File: src/sv/upsc_pkg.sv
// shared types and constants of the pixel replication upscaler
package upsc_pkg;

   localparam int PIXEL_W     = 24;
   localparam int SCALE_W     = 7;
   localparam int ROW_W       = 13;
   localparam int PAD_W       = 2;
   localparam int CSR_DATA_W  = 13;
   localparam int CSR_INDEX_W = 1;

   // largest replication factor
   localparam logic [SCALE_W-1:0] SCALE_MAX = 7'd100;

   // request opcodes
   typedef enum logic {
      OP_PUSH = 1'b0,
      OP_PULL = 1'b1
   } op_type;

   // configuration register indexes
   localparam logic [CSR_INDEX_W-1:0] CSR_SCALE_FACTOR = 1'd0;
   localparam logic [CSR_INDEX_W-1:0] CSR_ROW_WIDTH    = 1'd1;

   // side information of one result, from the control unit to the output stage
   typedef struct packed {
      logic             result;
      logic             row_end;
      logic [PAD_W-1:0] pad_bytes;
      logic             copies_done;
      logic             overrun;
   } rsp_info_type;

endpackage

File: src/sv/upsc_ctrl.sv
// fill and emission counters, store addressing and result flags
module upsc_ctrl #(
   parameter int MAX_WIDTH = 4096,
   parameter int AW        = 12,
   parameter int CW        = 13
) (
   input  logic                          clock,
   input  logic                          reset,
   input  logic                          accept,
   input  logic                          op,
   input  logic [upsc_pkg::PIXEL_W-1:0]  pixel_in,
   input  logic [upsc_pkg::SCALE_W-1:0]  scale_cfg,
   input  logic [upsc_pkg::ROW_W-1:0]    width_cfg,
   output logic                          wr_en,
   output logic [AW-1:0]                 wr_addr,
   output logic [upsc_pkg::PIXEL_W-1:0]  wr_data,
   output logic                          rd_en,
   output logic [AW-1:0]                 rd_addr,
   output upsc_pkg::rsp_info_type        info
);
   import upsc_pkg::*;

   localparam int WW = (CW > ROW_W) ? CW : ROW_W;
   localparam logic [WW-1:0] MAX_W = WW'(MAX_WIDTH);

   logic [CW-1:0]      fill_ff, fill_in;
   logic               loaded_ff, loaded_in;
   logic [AW-1:0]      col_ff, col_in;
   logic [SCALE_W-1:0] hrep_ff, hrep_in;
   logic [SCALE_W-1:0] vcopy_ff, vcopy_in;
   logic               overrun_ff, overrun_in;

   logic [SCALE_W-1:0] eff_s;
   logic [WW-1:0]      width_ext;
   logic [WW-1:0]      eff_w_ext;
   logic [CW-1:0]      eff_w;
   logic               fill_full;
   logic [CW:0]        fill_inc;
   logic               loaded_now;
   logic [AW-1:0]      cur_col;
   logic [SCALE_W-1:0] cur_h;
   logic [SCALE_W-1:0] cur_v;
   logic               h_last;
   logic               c_last;
   logic               v_last;
   logic [PAD_W-1:0]   pad_prod;

   // effective scale and width, out-of-range values clamped
   assign width_ext = WW'(width_cfg);
   always_comb begin
      priority if (scale_cfg == '0) begin
         eff_s = SCALE_W'(1);
      end else if (scale_cfg > SCALE_MAX) begin
         eff_s = SCALE_MAX;
      end else begin
         eff_s = scale_cfg;
      end
      priority if (width_ext == '0) begin
         eff_w_ext = WW'(1);
      end else if (width_ext > MAX_W) begin
         eff_w_ext = MAX_W;
      end else begin
         eff_w_ext = width_ext;
      end
   end
   assign eff_w = CW'(eff_w_ext);

   // row status and the counters as seen by a pull
   assign fill_full  = (fill_ff >= eff_w);
   assign fill_inc   = (CW+1)'(fill_ff) + (CW+1)'(1);
   assign loaded_now = loaded_ff || fill_full;
   assign cur_col    = loaded_ff ? col_ff   : '0;
   assign cur_h      = loaded_ff ? hrep_ff  : '0;
   assign cur_v      = loaded_ff ? vcopy_ff : '0;
   assign h_last     = ((SCALE_W+1)'(cur_h) + (SCALE_W+1)'(1)) >= (SCALE_W+1)'(eff_s);
   assign v_last     = ((SCALE_W+1)'(cur_v) + (SCALE_W+1)'(1)) >= (SCALE_W+1)'(eff_s);
   assign c_last     = ((CW+1)'(cur_col) + (CW+1)'(1)) >= (CW+1)'(eff_w);

   // pad count: 3*w*s bytes, so (4 - 3ws mod 4) mod 4 equals ws mod 4
   assign pad_prod = PAD_W'(eff_w) * PAD_W'(eff_s);

   // store ports
   assign wr_addr = AW'(fill_ff);
   assign wr_data = pixel_in;
   assign rd_addr = cur_col;

   // next state
   always_comb begin
      fill_in    = fill_ff;
      loaded_in  = loaded_ff;
      col_in     = col_ff;
      hrep_in    = hrep_ff;
      vcopy_in   = vcopy_ff;
      overrun_in = overrun_ff;
      wr_en      = 1'b0;
      rd_en      = 1'b0;
      info       = '0;
      info.overrun = overrun_ff;
      if (accept && (op == OP_PUSH)) begin
         if (loaded_ff || fill_full) begin
            overrun_in = 1'b1;
         end else begin
            wr_en   = 1'b1;
            fill_in = CW'(fill_inc);
            if (fill_inc >= (CW+1)'(eff_w)) begin
               loaded_in = 1'b1;
               col_in    = '0;
               hrep_in   = '0;
               vcopy_in  = '0;
            end
         end
      end else if (accept && loaded_now) begin
         rd_en       = 1'b1;
         info.result = 1'b1;
         loaded_in   = 1'b1;
         col_in      = cur_col;
         hrep_in     = cur_h;
         vcopy_in    = cur_v;
         if (h_last) begin
            hrep_in = '0;
            if (c_last) begin
               info.row_end   = 1'b1;
               info.pad_bytes = pad_prod;
               col_in         = '0;
               if (v_last) begin
                  info.copies_done = 1'b1;
                  vcopy_in         = '0;
                  loaded_in        = 1'b0;
                  fill_in          = '0;
               end else begin
                  vcopy_in = cur_v + SCALE_W'(1);
               end
            end else begin
               col_in = cur_col + AW'(1);
            end
         end else begin
            hrep_in = cur_h + SCALE_W'(1);
         end
      end
   end

   // state registers
   always_ff @(posedge clock) begin
      if (reset) begin
         fill_ff    <= '0;
         loaded_ff  <= 1'b0;
         col_ff     <= '0;
         hrep_ff    <= '0;
         vcopy_ff   <= '0;
         overrun_ff <= 1'b0;
      end else begin
         fill_ff    <= fill_in;
         loaded_ff  <= loaded_in;
         col_ff     <= col_in;
         hrep_ff    <= hrep_in;
         vcopy_ff   <= vcopy_in;
         overrun_ff <= overrun_in;
      end
   end

endmodule

File: config.mk
export PLATFORM = sky130hd
export DESIGN_NAME = upsc_ctrl
export DESIGN_NICKNAME = d
export VERILOG_FILES = /design/src/sv/upsc_pkg.sv /design/src/sv/upsc_ctrl.sv
export SDC_FILE = /design/constraint.sdc
export NUM_CORES = 1
export LEC_CHECK = 0
export BUFFER_PORTS_ARGS = -buffer_cell sky130_fd_sc_hd__buf_2
export CAP_MARGIN = 10
export CORE_ASPECT_RATIO = 0.75
export CORE_UTILIZATION = 40
export CTS_CLUSTER_SIZE = 20
export DETAILED_ROUTE_END_ITERATION = 16
export PLACE_DENSITY_LB_ADDON = 0.15
export SYNTH_ARGS = -nofsm -noshare
export SYNTH_HDL_FRONTEND = slang
export SYNTH_SLANG_ARGS = --single-unit
File: constraint.sdc
create_clock -name clock -period 7.13 [get_ports clock]
set_input_delay 0.3565 -clock clock [delete_from_list [all_inputs] [get_ports clock]]
set_output_delay 0.3565 -clock clock [all_outputs]
set_load 0.01 [all_outputs]
Yosys cells after proc, flatten, opt, wreduce, memory -nomap -nowiden
Cells that the tools add are included.

word-level totals
  bits in registers = 41
  bits in latches = 0
  RAM bits = 0
  word-level logic and storage cells = 81
  output and inout port bits = 56
  ROM bits = 0
  memories kept = 0

cells by class
  add/subtract/negate cells = 7
  equality and inequality tests = 2
  $lt $le $gt $ge = 7
  shift operators = 0
  multiply operators = 1
  reduce and logical (&&, ||, !) cells = 12
  bitwise logic cells = 1
  multiplexer cells = 45
  divide/modulo/power cells = 0

operators by type and width
  cell                                                              number
  13-bit two-way mux                                                8
  7-bit two-way mux                                                 14
  12-bit two-way mux                                                7
  13-bit >= comparator                                              2
  7-bit by 1-bit adder with 8-bit output (second input constant)    2
  8-bit by 7-bit >= comparator with 1-bit output                    2
  13-bit by 1-bit adder with 14-bit output (second input constant)  1
  7-bit by 1-bit adder with 7-bit output (second input constant)    2
  14-bit by 13-bit >= comparator with 1-bit output                  1
  12-bit by 1-bit adder with 13-bit output (second input constant)  1
  13-bit greater-than comparator (second input constant)            1
  13-bit logical NOT                                                1
  12-bit by 1-bit adder with 12-bit output (second input constant)  1
  1-bit two-way mux                                                 12
  5-bit two-way mux                                                 2
  4-bit two-way mux                                                 2
  2-bit nonzero test                                                4
  7-bit greater-than comparator (second input constant)             1
  7-bit logical NOT                                                 1
  5-bit AND reduction                                               1
  3-bit AND reduction                                               1
  1-bit logical AND                                                 2
  2-bit by 2-bit multiplier with 2-bit output                       1
  2-bit by 1-bit != test with 1-bit output (second input constant)  1
  other kinds (4)                                                   4

Logic depth before layout (Yosys ltp)
Gate-level depths: netlist (run 1).

  word-level depth = 9
  mapped depth = 21
  gate-level depth less buffers = 18

Worst setup path after synthesis (run 1)
Ideal clock, no wire load.

  kind = register to output
  start = register loaded_ff
  end = output port info[3] (netlist bit)
  path buffers = 4
  cell stages (with the launch flop) = 21
  setup slack = 2.933 ns
  arrival = 3.841 ns
  required time = 6.773 ns
  cells stage by stage = dfxtp_1 -> buf_6 -> clkbuf_1 -> and2_1 -> ha_1 -> nand2_1 -> nor2_1 -> and3_1 -> buf_2 -> nand3_1 -> nor2_1 -> and3_1 -> ha_1 -> nand3_1 -> nand2_1 -> o221a_2 -> a21o_1 -> buf_2 -> nand2_1 -> nor3_1 -> a21boi_0

RTL lines
  item                    RTL line          source
  start, declared         upsc_ctrl.sv:27   logic loaded_ff, loaded_in;
  start signal, assigned  upsc_ctrl.sv:153  loaded_ff <= loaded_in;
  end, declared           upsc_ctrl.sv:19   output upsc_pkg::rsp_info_type info

==> key figures, run 1 <==
Timing
  • RSZ-0062 raised after global routing: no
  • Number of setup violations in the final report: 0
  • Fmax: 0.204 GHz
  • Tmin final: 4.91 ns
  • Clock skew: 0.00613 ns
  • Final Hold Fails: 0
  • Slew @ Worst Pin: 1.17 ns
  • Setup ws final: 2.22 ns
  • Final period util: 68.8%
  • TNS Setup: 0 ns
  • Max Slew Vio Count: 0
  • Relative slew slack: 21.9%

Cells and area
  • Commonest non-fill, non-tap cell in the layout: nand2_1
  • Antenna diodes: 0
  • Share of post-route cells with drive strength above 1: 15.2%
  • Commonest non-fill, non-tap cells in the layout: nand2_1 (71), ha_1 (57), buf_2 (55)
  • Syn-to-layout area delta: 6.16%
  • Sequential standard cell area: 821 um^2
  • Area of the multi-input gates: 2860 um^2
  • Nets: 645
  • Final Cell Area: 4400 um^2
  • FILL cells: 1044

Floorplanning
  • Die W: 120 um
  • Io pins: 104
  • Die ar.: 10800 um^2
  • Starting Density: 42.1%
  • Core ar.: 9850 um^2
  • Die height: 90.2 um
  • Row count: 31

Setup path
  • CP Class: register to primary output
  • CP max stage cell: dfxtp_1
  • Worst path top cell family by delay: simple AND/OR/NAND/NOR gates
  • CP Max Fanout: 13
  • FF-to-FF path depth: 17
  • Reg2Reg Setup Slack: 2.45 ns
  • Critical Path RT: 6.77 ns
  • Critical Path Sink Type: primary output
  • Worst r2r src: loaded_ff
  • Critical path data arrival time: 4.55 ns
  • Crit path cell chain: nand2_1 > inv_1 > ha_1 > nand2_1 > nor2_1 > and3_1 > nand3_1 > nand2_1 > nand2_1 > ha_1 > and4_1 > o211ai_1 > o211ai_1 > a21o_1 > nand2_1 > nor3_1 > a21boi_0 > buf_2
  • Reg2reg end: fill_ff[12]
  • CP bufs+invs: 2
  • Critical path startpoint category: register
  • Worst path max stage delay: 0.58 ns
  • Most used cell, CP: nand2_1

Placement
  • Post-Place Cell Area: 4230 um^2
  • Final HPWL DP: 8.97 mm
  • RePlAce Congestion: 0.847
  • I/O Buffers: 55
  • Dpl ws: 2.50 ns

Logic synthesis
  • Post-synth EDFFs: 0
  • Syn Nets: 637
  • Share of the synthesized area in the top cell type: 19.8%
  • Synth top area cells: dfxtp_1 (20%), ha_1 (17%), buf_4 (6.9%)
  • #FFs+latches synth: 41
  • Part of the Yosys area used for sequential elements: 19.8%
  • Syn Inst Count: 532
  • Synth area leader: dfxtp_1
  • Distinct cells, synth: 64
  • Total number of yosys warnings: 0
  • Synth Area per Inst: 7.79 um^2
  • Post-Syn Area: 4150 um^2
  • Ys flop type: dfxtp_1
  • Post-synth ARST share: 0%

Route
  • Post-Route WL: 11.2 mm
  • Routed vias: 3748
  • WL/cell: 16.6 um
  • # DRC: 0
  • ANT nets after route: 0
  • DRT Pass-1 Iters: 5
  • Via density: 5.57
  • DR iter-0 viols: 220

Pwr
  • Max IR drop VDD: 0.0885 mV
  • Sequential Power Share: 40.3%
  • Comb power frac: 11.9%
  • Clock power frac: 47.8%
  • Sw Pwr: 0.145 mW
  • P_int: 0.428 mW
  • Switching part of the total: 25.3%
  • Leak pwr: 2.07 nW
  • Pwr dens: 130 nW/um^2
  • Final Total Pwr: 0.573 mW

Global routing
  • Number of global-route vias before repair: 3629
  • Grt total ovfl: 0
  • Largest net degree at the start of global routing: 23
  • First-pass GRT wire length: 18.6 mm
  • Initial antenna violation count: 0
  • Gr usage total: 22.0%

Clocking
  • Num Clock Sinks: 41
  • Total CTS buffers: 5
  • Worst skew pair latency: 0.29 ns
  • CTS Hold Bufs: 0
  • H-tree lvl count: 2
  • Post-CTS setup buffers: 0
  • Resized cells post-CTS: 0
  • Clock transition at path regs: 0.06 ns
  • CTS tree: built
  • Worst-case clock buffer depth: 2
  • Clock root buffer: clkbuf_16

Run
  • Max Cap Viol: 0

Worst hold path
  • Hold path startpoint: overrun_ff
  • Hold Path Stages: 2
  • Hold crit path type: register to register
  • Hold path endpoint: overrun_ff

Run status
  • Status: finished, final reports clean
layer usage:
metal / vias to the layer above / part of all wire, % / track usage [%]
met4: 0 / 1.8 / 8.23
met1: 1722 / 50 / 31.9
met5: - / 0 / 0
li1: 1880 / - / -
met3: 24 / 8.8 / 5.08
met2: 122 / 40 / 31.0
tightest hold or removal path, delay by kind of cell, from the launching register on:
kind | cells | cell delay (ns)
DFF | 1 | 0.33
and+or+nand+nor | 2 | 0.12
synthesized netlist by cell type, drive strengths merged (2+ instances only):
library cell and number:
a22o 12, a21oi 34, ha 57, buf 44, nand2b 7, o22ai 7
nand2 71, a31o 2, clkbuf 12, inv 25, a221o 2, a21boi 3
a31oi 4, o211ai 4, and4 4, and3 10, or2 3, nand4 7
xnor2 16, nor2 37, a22oi 3, o21ai 13, o2bb2ai 10, nor3b 2
a21o 7, xor2 11, nand3 30, a211oi 5, o2111ai 2, o31ai 2
dfxtp 41, and2 7, nor2b 5, nor4 3, o21bai 3, or3 2
nor3 10, o21a 5
sequential cells by signal, indices dropped and copies added (netlist names):
register	cells
col_ff	12
fill_ff	13
hrep_ff	7
loaded_ff	1
overrun_ff	1
vcopy_ff	7
stage by stage:
stage,util [%],hold slack [ns],std cells
6_report,44.7,0.474,673
4_1_cts,44.7,0.476,673
3_3_place_gp,42.9,0.453,665
3_5_place_dp,42.9,0.461,665
5_1_grt,44.7,0.501,673
2_1_floorplan,-,0.441,532
cell families after synthesis:
group / after synthesis / synth area share [%]
multiplexers: 1 / 0.241
AO/OA/AOI/OAI: 125 / 22.4
flip-flops: 41 / 19.8
adder cells (fa/ha/maj): 57 / 17.2
XOR/XNOR: 27 / 5.88
AND/OR/NAND/NOR: 200 / 23.2
buffers and inverters: 81 / 11.3
power groups by stage:
stage	clock network (mW)	registers [mW]	logic [mW]
2_1_floorplan	0	0.236	0.0584
3_3_place_gp	0	0.236	0.0671
3_5_place_dp	0	0.236	0.0683
4_1_cts	0.281	0.231	0.0686
5_1_grt	0.288	0.231	0.0767
6_report	0.274	0.231	0.0683
worst max-delay path by stage:
stage / endpoint / start / slack (ns) / depth (start not counted)
finish: info[3] / loaded_ff / 2.22 / 18
global route: info[3] / loaded_ff / 1.84 / 19
CTS: info[3] / loaded_ff / 2.25 / 18
detailed placement: fill_ff[12] / loaded_ff / 2.50 / 17
global placement: info[3] / loaded_ff / 2.75 / 18
floorplan: info[3] / loaded_ff / 2.93 / 20
final cells by class:
type	instances	area share (%)
Sequential cell	41	18.6
Clock inverter	1	0.682
Tap cell	132	3.75
Inverter	25	2.13
Multi-Input combinational cell	410	65.0
Timing Repair Buffer	57	6.59
Clock buffer	7	3.24
Note: power is estimated with default switching activity, not from simulation.
==> run 2, diff against run 1 <==
- clock period: 7.13 -> 5 ns (I/O delays scaled with it)
==> run 2 against run 1 <==
  * First-iteration DRC count increased by 12%
  * Core utilization fell by 0.076 points
  * Critical path depth up 1
  * Clock power up 14%
  * Cell area fell by 0.17%
  * Clock skew fell by 0.0018 ns
  * Sequential cell count unchanged
  * Wire length is 1.1% higher
  * Sequential power increased by 42%
  * Critical path type unchanged
==> key figures, run 2 (synthesis gave the netlist of run 1 again) <==
Floorplanning
  • Die ar.: 10800 um^2
  • Io pins: 104
  • Die height: 90.2 um
  • Starting Density: 42.1%
  • Row count: 31
  • Core ar.: 9850 um^2
  • Die W: 120 um

Timing
  • Max Slew Vio Count: 0
  • Relative slew slack: 23.0%
  • Final Hold Fails: 0
  • Final period util: 91.6%
  • Tmin final: 4.58 ns
  • RSZ-0062 raised after global routing: no
  • Clock skew: 0.00430 ns
  • Number of setup violations in the final report: 0
  • Slew @ Worst Pin: 1.15 ns
  • Fmax: 0.218 GHz
  • TNS Setup: 0 ns

Run
  • Max Cap Viol: 0

Run status
  • Status: finished, final reports clean

Setup path
  • Reg2Reg Setup Slack: 0.63 ns
  • FF-to-FF path depth: 19
  • CP Max Fanout: 14
  • CP Class: register to primary output
  • Reg2reg end: fill_ff[10]
  • Critical path startpoint category: register
  • Critical Path Sink Type: primary output
  • Critical path data arrival time: 4.33 ns
  • Critical Path RT: 4.75 ns
  • Worst r2r src: loaded_ff

Clocking
  • H-tree lvl count: 2
  • Worst skew pair latency: 0.29 ns
  • Total CTS buffers: 5
  • Clock transition at path regs: 0.06 ns
  • Worst-case clock buffer depth: 2
  • CTS tree: built
  • CTS Hold Bufs: 0
  • Num Clock Sinks: 41
  • Clock root buffer: clkbuf_16

Placement
  • Final HPWL DP: 9.04 mm
  • Inst Count DP: 669
  • I/O Buffers: 55
  • RePlAce Congestion: 0.893

Route
  • ANT nets after route: 0
  • Post-Route WL: 11.3 mm
  • WL/cell: 16.8 um
  • DRT Pass-1 Iters: 5
  • DR iter-0 viols: 247
  • Routed vias: 3821
  • # DRC: 0
  • Via density: 5.66

Cells and area
  • Antenna diodes: 0
  • Share of post-route cells with drive strength above 1: 15.8%
  • Commonest non-fill, non-tap cell in the layout: nand2_1
  • Post-Layout Cell Count: 675
  • Max reg flops: 13
  • Area of the multi-input gates: 2860 um^2
  • Largest regs: fill_ff x13, col_ff x12
  • Nets: 649
  • Register with the most flip-flops: fill_ff
  • FILL cells: 1019
  • Sequential standard cell area: 821 um^2
  • Commonest non-fill, non-tap cells in the layout: nand2_1 (71), ha_1 (57), buf_2 (55)
  • Syn-to-layout area delta: 5.97%

Worst hold path
  • Hold path startpoint: reset
  • Hold path endpoint: fill_ff[2]
  • Hold Path Stages: 2
  • Hold crit path type: primary input to register

Global routing
  • Gr busiest metal: met1
  • Initial antenna violation count: 0
  • Grt total ovfl: 0
  • Largest net degree at the start of global routing: 23
  • Grt met2 use: 29.9%
  • First-pass GRT wire length: 18.1 mm
  • Global routing usage on met3: 4.82%
  • Met1 GRT Util: 31.6%
  • Gr usage total: 21.2%
  • Number of global-route vias before repair: 3530

Pwr
  • Leak pwr: 2.07 nW
  • Max IR drop VDD: 0.114 mV
  • Pwr dens: 169 nW/um^2
  • Final Total Pwr: 0.741 mW
==> run 2: cell types whose count changed in the layout (fill, tap and decap cells not counted), sizes merged <==
cell    before  now
clkinv       0    1
clkbuf       7    5
buf         57   61
bufinv       1    0
==> run 2: worst max path at each step <==
stage | endpoint | slack, ns | startpoint | cells after the start
after detailed placement | info[3] | 0.72 | loaded_ff | 18
after floorplan | info[3] | 0.91 | loaded_ff | 20
after CTS | info[3] | 0.39 | loaded_ff | 19
after global routing | info[3] | 0.04 | loaded_ff | 19
after global placement | vcopy_ff[5] | 0.90 | fill_ff[0] | 14
final | info[3] | 0.42 | loaded_ff | 19
==> run 2: metal layers <==
metal / up-vias / wire length [um]
met4: 0 / 159
met1: 1751 / 5870
met2: 143 / 4430
met5: - / 0
met3: 30 / 866
li1: 1897 / -
==> run 2: power breakdown <==
group | internal, mW | switching (mW)
Clock | 0.179 | 0.132
Combinational | 0.0354 | 0.0659
Sequential | 0.328 | 0.00161
==> run 2: critical path, stage by stage (launching register included) <==
cell and delay (ns):
dfxtp_1 0.33, buf_4 0.20, nand2_1 0.15, inv_1 0.11, ha_1 0.22, nand2_1 0.08
nor2_1 0.23, and3_1 0.30, nand3_1 0.15, nor2_1 0.27, and3_1 0.20, ha_1 0.18
nand3_1 0.09, nand2_1 0.09, o221a_2 0.21, a21o_1 0.32, nand2_1 0.24, nor3_2 0.27
a21boi_0 0.25, buf_2 0.17
==> run 2: area by class of cell <==
| cell class | count | area share, % |
|---|---|---|
| clock buffer | 5 | 2.85 |
| clock inverter | 1 | 0.114 |
| inverter | 25 | 2.14 |
| multi-input combinational | 410 | 65.2 |
| sequential | 41 | 18.7 |
| tap | 132 | 3.76 |
| timing repair buffer | 61 | 7.29 |
==> run 2: repair_timing <==
action / in CTS / in global routing
gates resized for setup: 0 / 1
setup buffers: 0 / 0
setup endpoints to repair: 0 / 1
==> run 2: per-stage QoR <==
stage | worst slack [ns] | utilization [%] | area, um^2 | hold WS (ns)
after floorplan | 0.909 | - | 4150 | 0.441
final | 0.420 | 44.6 | 4390 | 0.395
after CTS | 0.392 | 44.6 | 4390 | 0.403
after global placement | 0.895 | 43.2 | 4260 | 0.458
after global routing | 0.0361 | 44.6 | 4390 | 0.431
after detailed placement | 0.724 | 43.2 | 4260 | 0.453
==> run 3, diff against run 2 <==
- ABC_AREA: unset -> 1
- BUFFER_PORTS_ARGS: -buffer_cell sky130_fd_sc_hd__buf_2 -> -buffer_cell sky130_fd_sc_hd__clkbuf_2
==> run 3 against run 2 <==
  * Die area is 17% higher
  * Sequential share of layout area is 2.7 points lower
  * Sequential cell count stayed put
  * Critical path depth stayed put
  * Clock-buffer cell count is 2 higher
  * Largest power group is now clock
==> key figures, run 3 <==
Run status
  • Status: finished, final reports clean

Logic synthesis
  • Total number of yosys warnings: 0
  • Post-synth EDFFs: 0
  • Post-Syn Area: 4860 um^2
  • #FFs+latches synth: 41
  • Synth area leader: nand2_1
  • Syn Nets: 891
  • Ys flop type: dfxtp_1
  • Syn Inst Count: 786
  • Top cells by count, synth: nand2_1 (235), inv_1 (106), nor2_1 (77), a21oi_1 (59), ha_1 (57)
  • Share of the synthesized area in the top cell type: 18.1%
  • Distinct cells, synth: 36
  • Post-synth ARST share: 0%
  • Most common cell in the synthesized netlist: nand2_1
  • Part of the Yosys area used for sequential elements: 16.9%
  • Synth Area per Inst: 6.19 um^2
  • Synth top area cells: nand2_1 (18%), dfxtp_1 (17%), ha_1 (15%)

Route
  • DR iter-0 viols: 286
  • DRT Pass-1 Iters: 5
  • WL/cell: 13.6 um
  • Routed vias: 4689
  • ANT nets after route: 0
  • # DRC: 0
  • Via density: 4.89
  • Post-Route WL: 13.0 mm

Clocking
  • Num Clock Sinks: 41
  • Resized cells post-CTS: 0
  • CTS Hold Bufs: 0
  • Clock transition at path regs: 0.07 ns
  • Worst skew pair latency: 0.30 ns
  • CTS tree: built
  • H-tree lvl count: 2
  • Post-CTS setup buffers: 0
  • Worst-case clock buffer depth: 2
  • Clock root buffer: clkbuf_16
  • Total CTS buffers: 5

Setup path
  • Critical Path RT: 4.75 ns
  • CP Class: register to primary output
  • Critical path startpoint category: register
  • CP bufs+invs: 4
  • Crit path cell chain: nand2_1 > clkinv_1 > ha_1 > nand3_1 > nor2_1 > xor2_1 > inv_1 > ha_1 > nand2_1 > nand2_1 > nand3_1 > nand2_1 > a21oi_1 > nand3_1 > nand2_2 > nor2_4 > nand2_4 > inv_2 > clkbuf_2
  • Most used cell, CP: nand2_1
  • Critical path data arrival time: 4.05 ns
  • Critical Path Sink Type: primary output
  • CP max stage cell: dfxtp_1
  • Worst path top cell family by delay: simple AND/OR/NAND/NOR gates
  • CP Max Fanout: 27
  • Worst path max stage delay: 0.93 ns

Cells and area
  • Largest regs: fill_ff x13, col_ff x12
  • Syn-to-layout area delta: 5.74%
  • Nets: 900
  • Share of post-route cells with drive strength above 1: 13.4%
  • Register with the most flip-flops: fill_ff
  • Commonest non-fill, non-tap cells in the layout: nand2_1 (235), inv_1 (106), nor2_1 (77)
  • Commonest non-fill, non-tap cell in the layout: nand2_1
  • Antenna diodes: 0
  • Sequential standard cell area: 821 um^2
  • Max reg flops: 13
  • Area of the multi-input gates: 3210 um^2
  • FILL cells: 1257

Pwr
  • Pwr dens: 220 nW/um^2
  • Leak pwr: 2.91 nW
  • Max IR drop VDD: 0.123 mV

Global routing
  • First-pass GRT wire length: 21.4 mm
  • Largest net degree at the start of global routing: 28
  • Initial antenna violation count: 0
  • Gr usage total: 21.5%
  • Grt total ovfl: 0
  • Number of global-route vias before repair: 4251

Worst hold path
  • Hold crit path type: register to register

Floorplanning
  • Die W: 129 um
  • Starting Density: 41.6%
  • Io pins: 104
  • Core ar.: 11700 um^2
  • Die height: 97.5 um
  • Die ar.: 12600 um^2
  • Row count: 34

Placement
  • Final HPWL DP: 10.2 mm
  • I/O Buffers: 55
  • RePlAce Congestion: 0.872

Timing
  • Clock skew: 0.00724 ns
  • Max Slew Vio Count: 0
  • TNS Setup: 0 ns
  • Final period util: 86.0%
  • Slew @ Worst Pin: 1.04 ns
  • Final Hold Fails: 0
  • RSZ-0062 raised after global routing: no
  • Tmin final: 4.30 ns
  • Relative slew slack: 30.6%
  • Hold WS: 0.448 ns
  • Fmax: 0.232 GHz
  • Number of setup violations in the final report: 0

Run
  • Max Cap Viol: 0
-- run 3: cell types whose count changed in the layout (fill, tap and decap cells not counted), moves of 10 or more --
cell,previous run,this run
nand2_1,71,235
inv_1,25,106
buf_2,55,0
clkbuf_2,0,55
nor2_1,37,77
a21oi_1,33,59
nand4_1,7,22
xnor2_1,16,3
a22o_1,10,0
and3_1,10,0
o2bb2ai_1,10,0
-- run 3: final cells by class --
cell class,count,share of cell area (%)
inverter,117,8.59
tap,162,3.94
clock buffer,7,2.77
clock inverter,1,0.584
sequential,41,16.0
timing repair buffer,57,5.64
multi-input combinational,573,62.5
-- run 3: cells by family (layout without fill, tap and decap cells) --
kind of cell    Yosys count  count (layout)  share of synthesized area (%)
compound gates           79              79                           8.64
buf+inv                 172             182                           17.0
flops                    41              41                           16.9
simple gates            417             417                           39.2
xor+xnor                 20              20                           3.60
fa+ha+maj                57              57                           14.7
-- run 3: worst min-delay path, delay by kind of cell (launching register included) --
kind,cells,cell delay (ns)
flip-flops,1,0.31
buffers and inverters,1,0.05
AO/OA/AOI/OAI,1,0.05
-- run 3: worst paths after layout --
kind	endpoint	start	slack, ns	cells after the start
min reg2reg	overrun_ff	overrun_ff	0.45	2
max	info[1]	loaded_ff	0.70	19
max reg2reg	fill_ff[4]	loaded_ff	1.06	20
min	overrun_ff	overrun_ff	0.45	2
-- run 3: power by group --
group          switching (mW)  internal [mW]
clock network           0.149          0.250
registers              0.0358          0.348
logic                   0.221          0.127
-- run 3: stage by stage --
stage	instance area, um^2	setup WS (ns)	util, %	std cells	power (mW)
floorplan	4860	1.86	-	786	0.677
global placement	4970	1.17	42.5	950	0.730
detailed placement	4970	1.09	42.5	950	0.737
CTS	5140	0.752	44.0	958	1.14
global route	5140	0.361	44.0	958	1.21
finish	5140	0.698	44.0	958	1.13
-- run 3: per-layer routing --
layer  vias up  part of all wire (%)  GRT usage, %
met4         0                  0.82          4.89
met3        15                   4.8          3.58
met1      2069                    53          32.2
met5         -                     0             0
li1       2497                     -             -
met2       108                    41          31.3
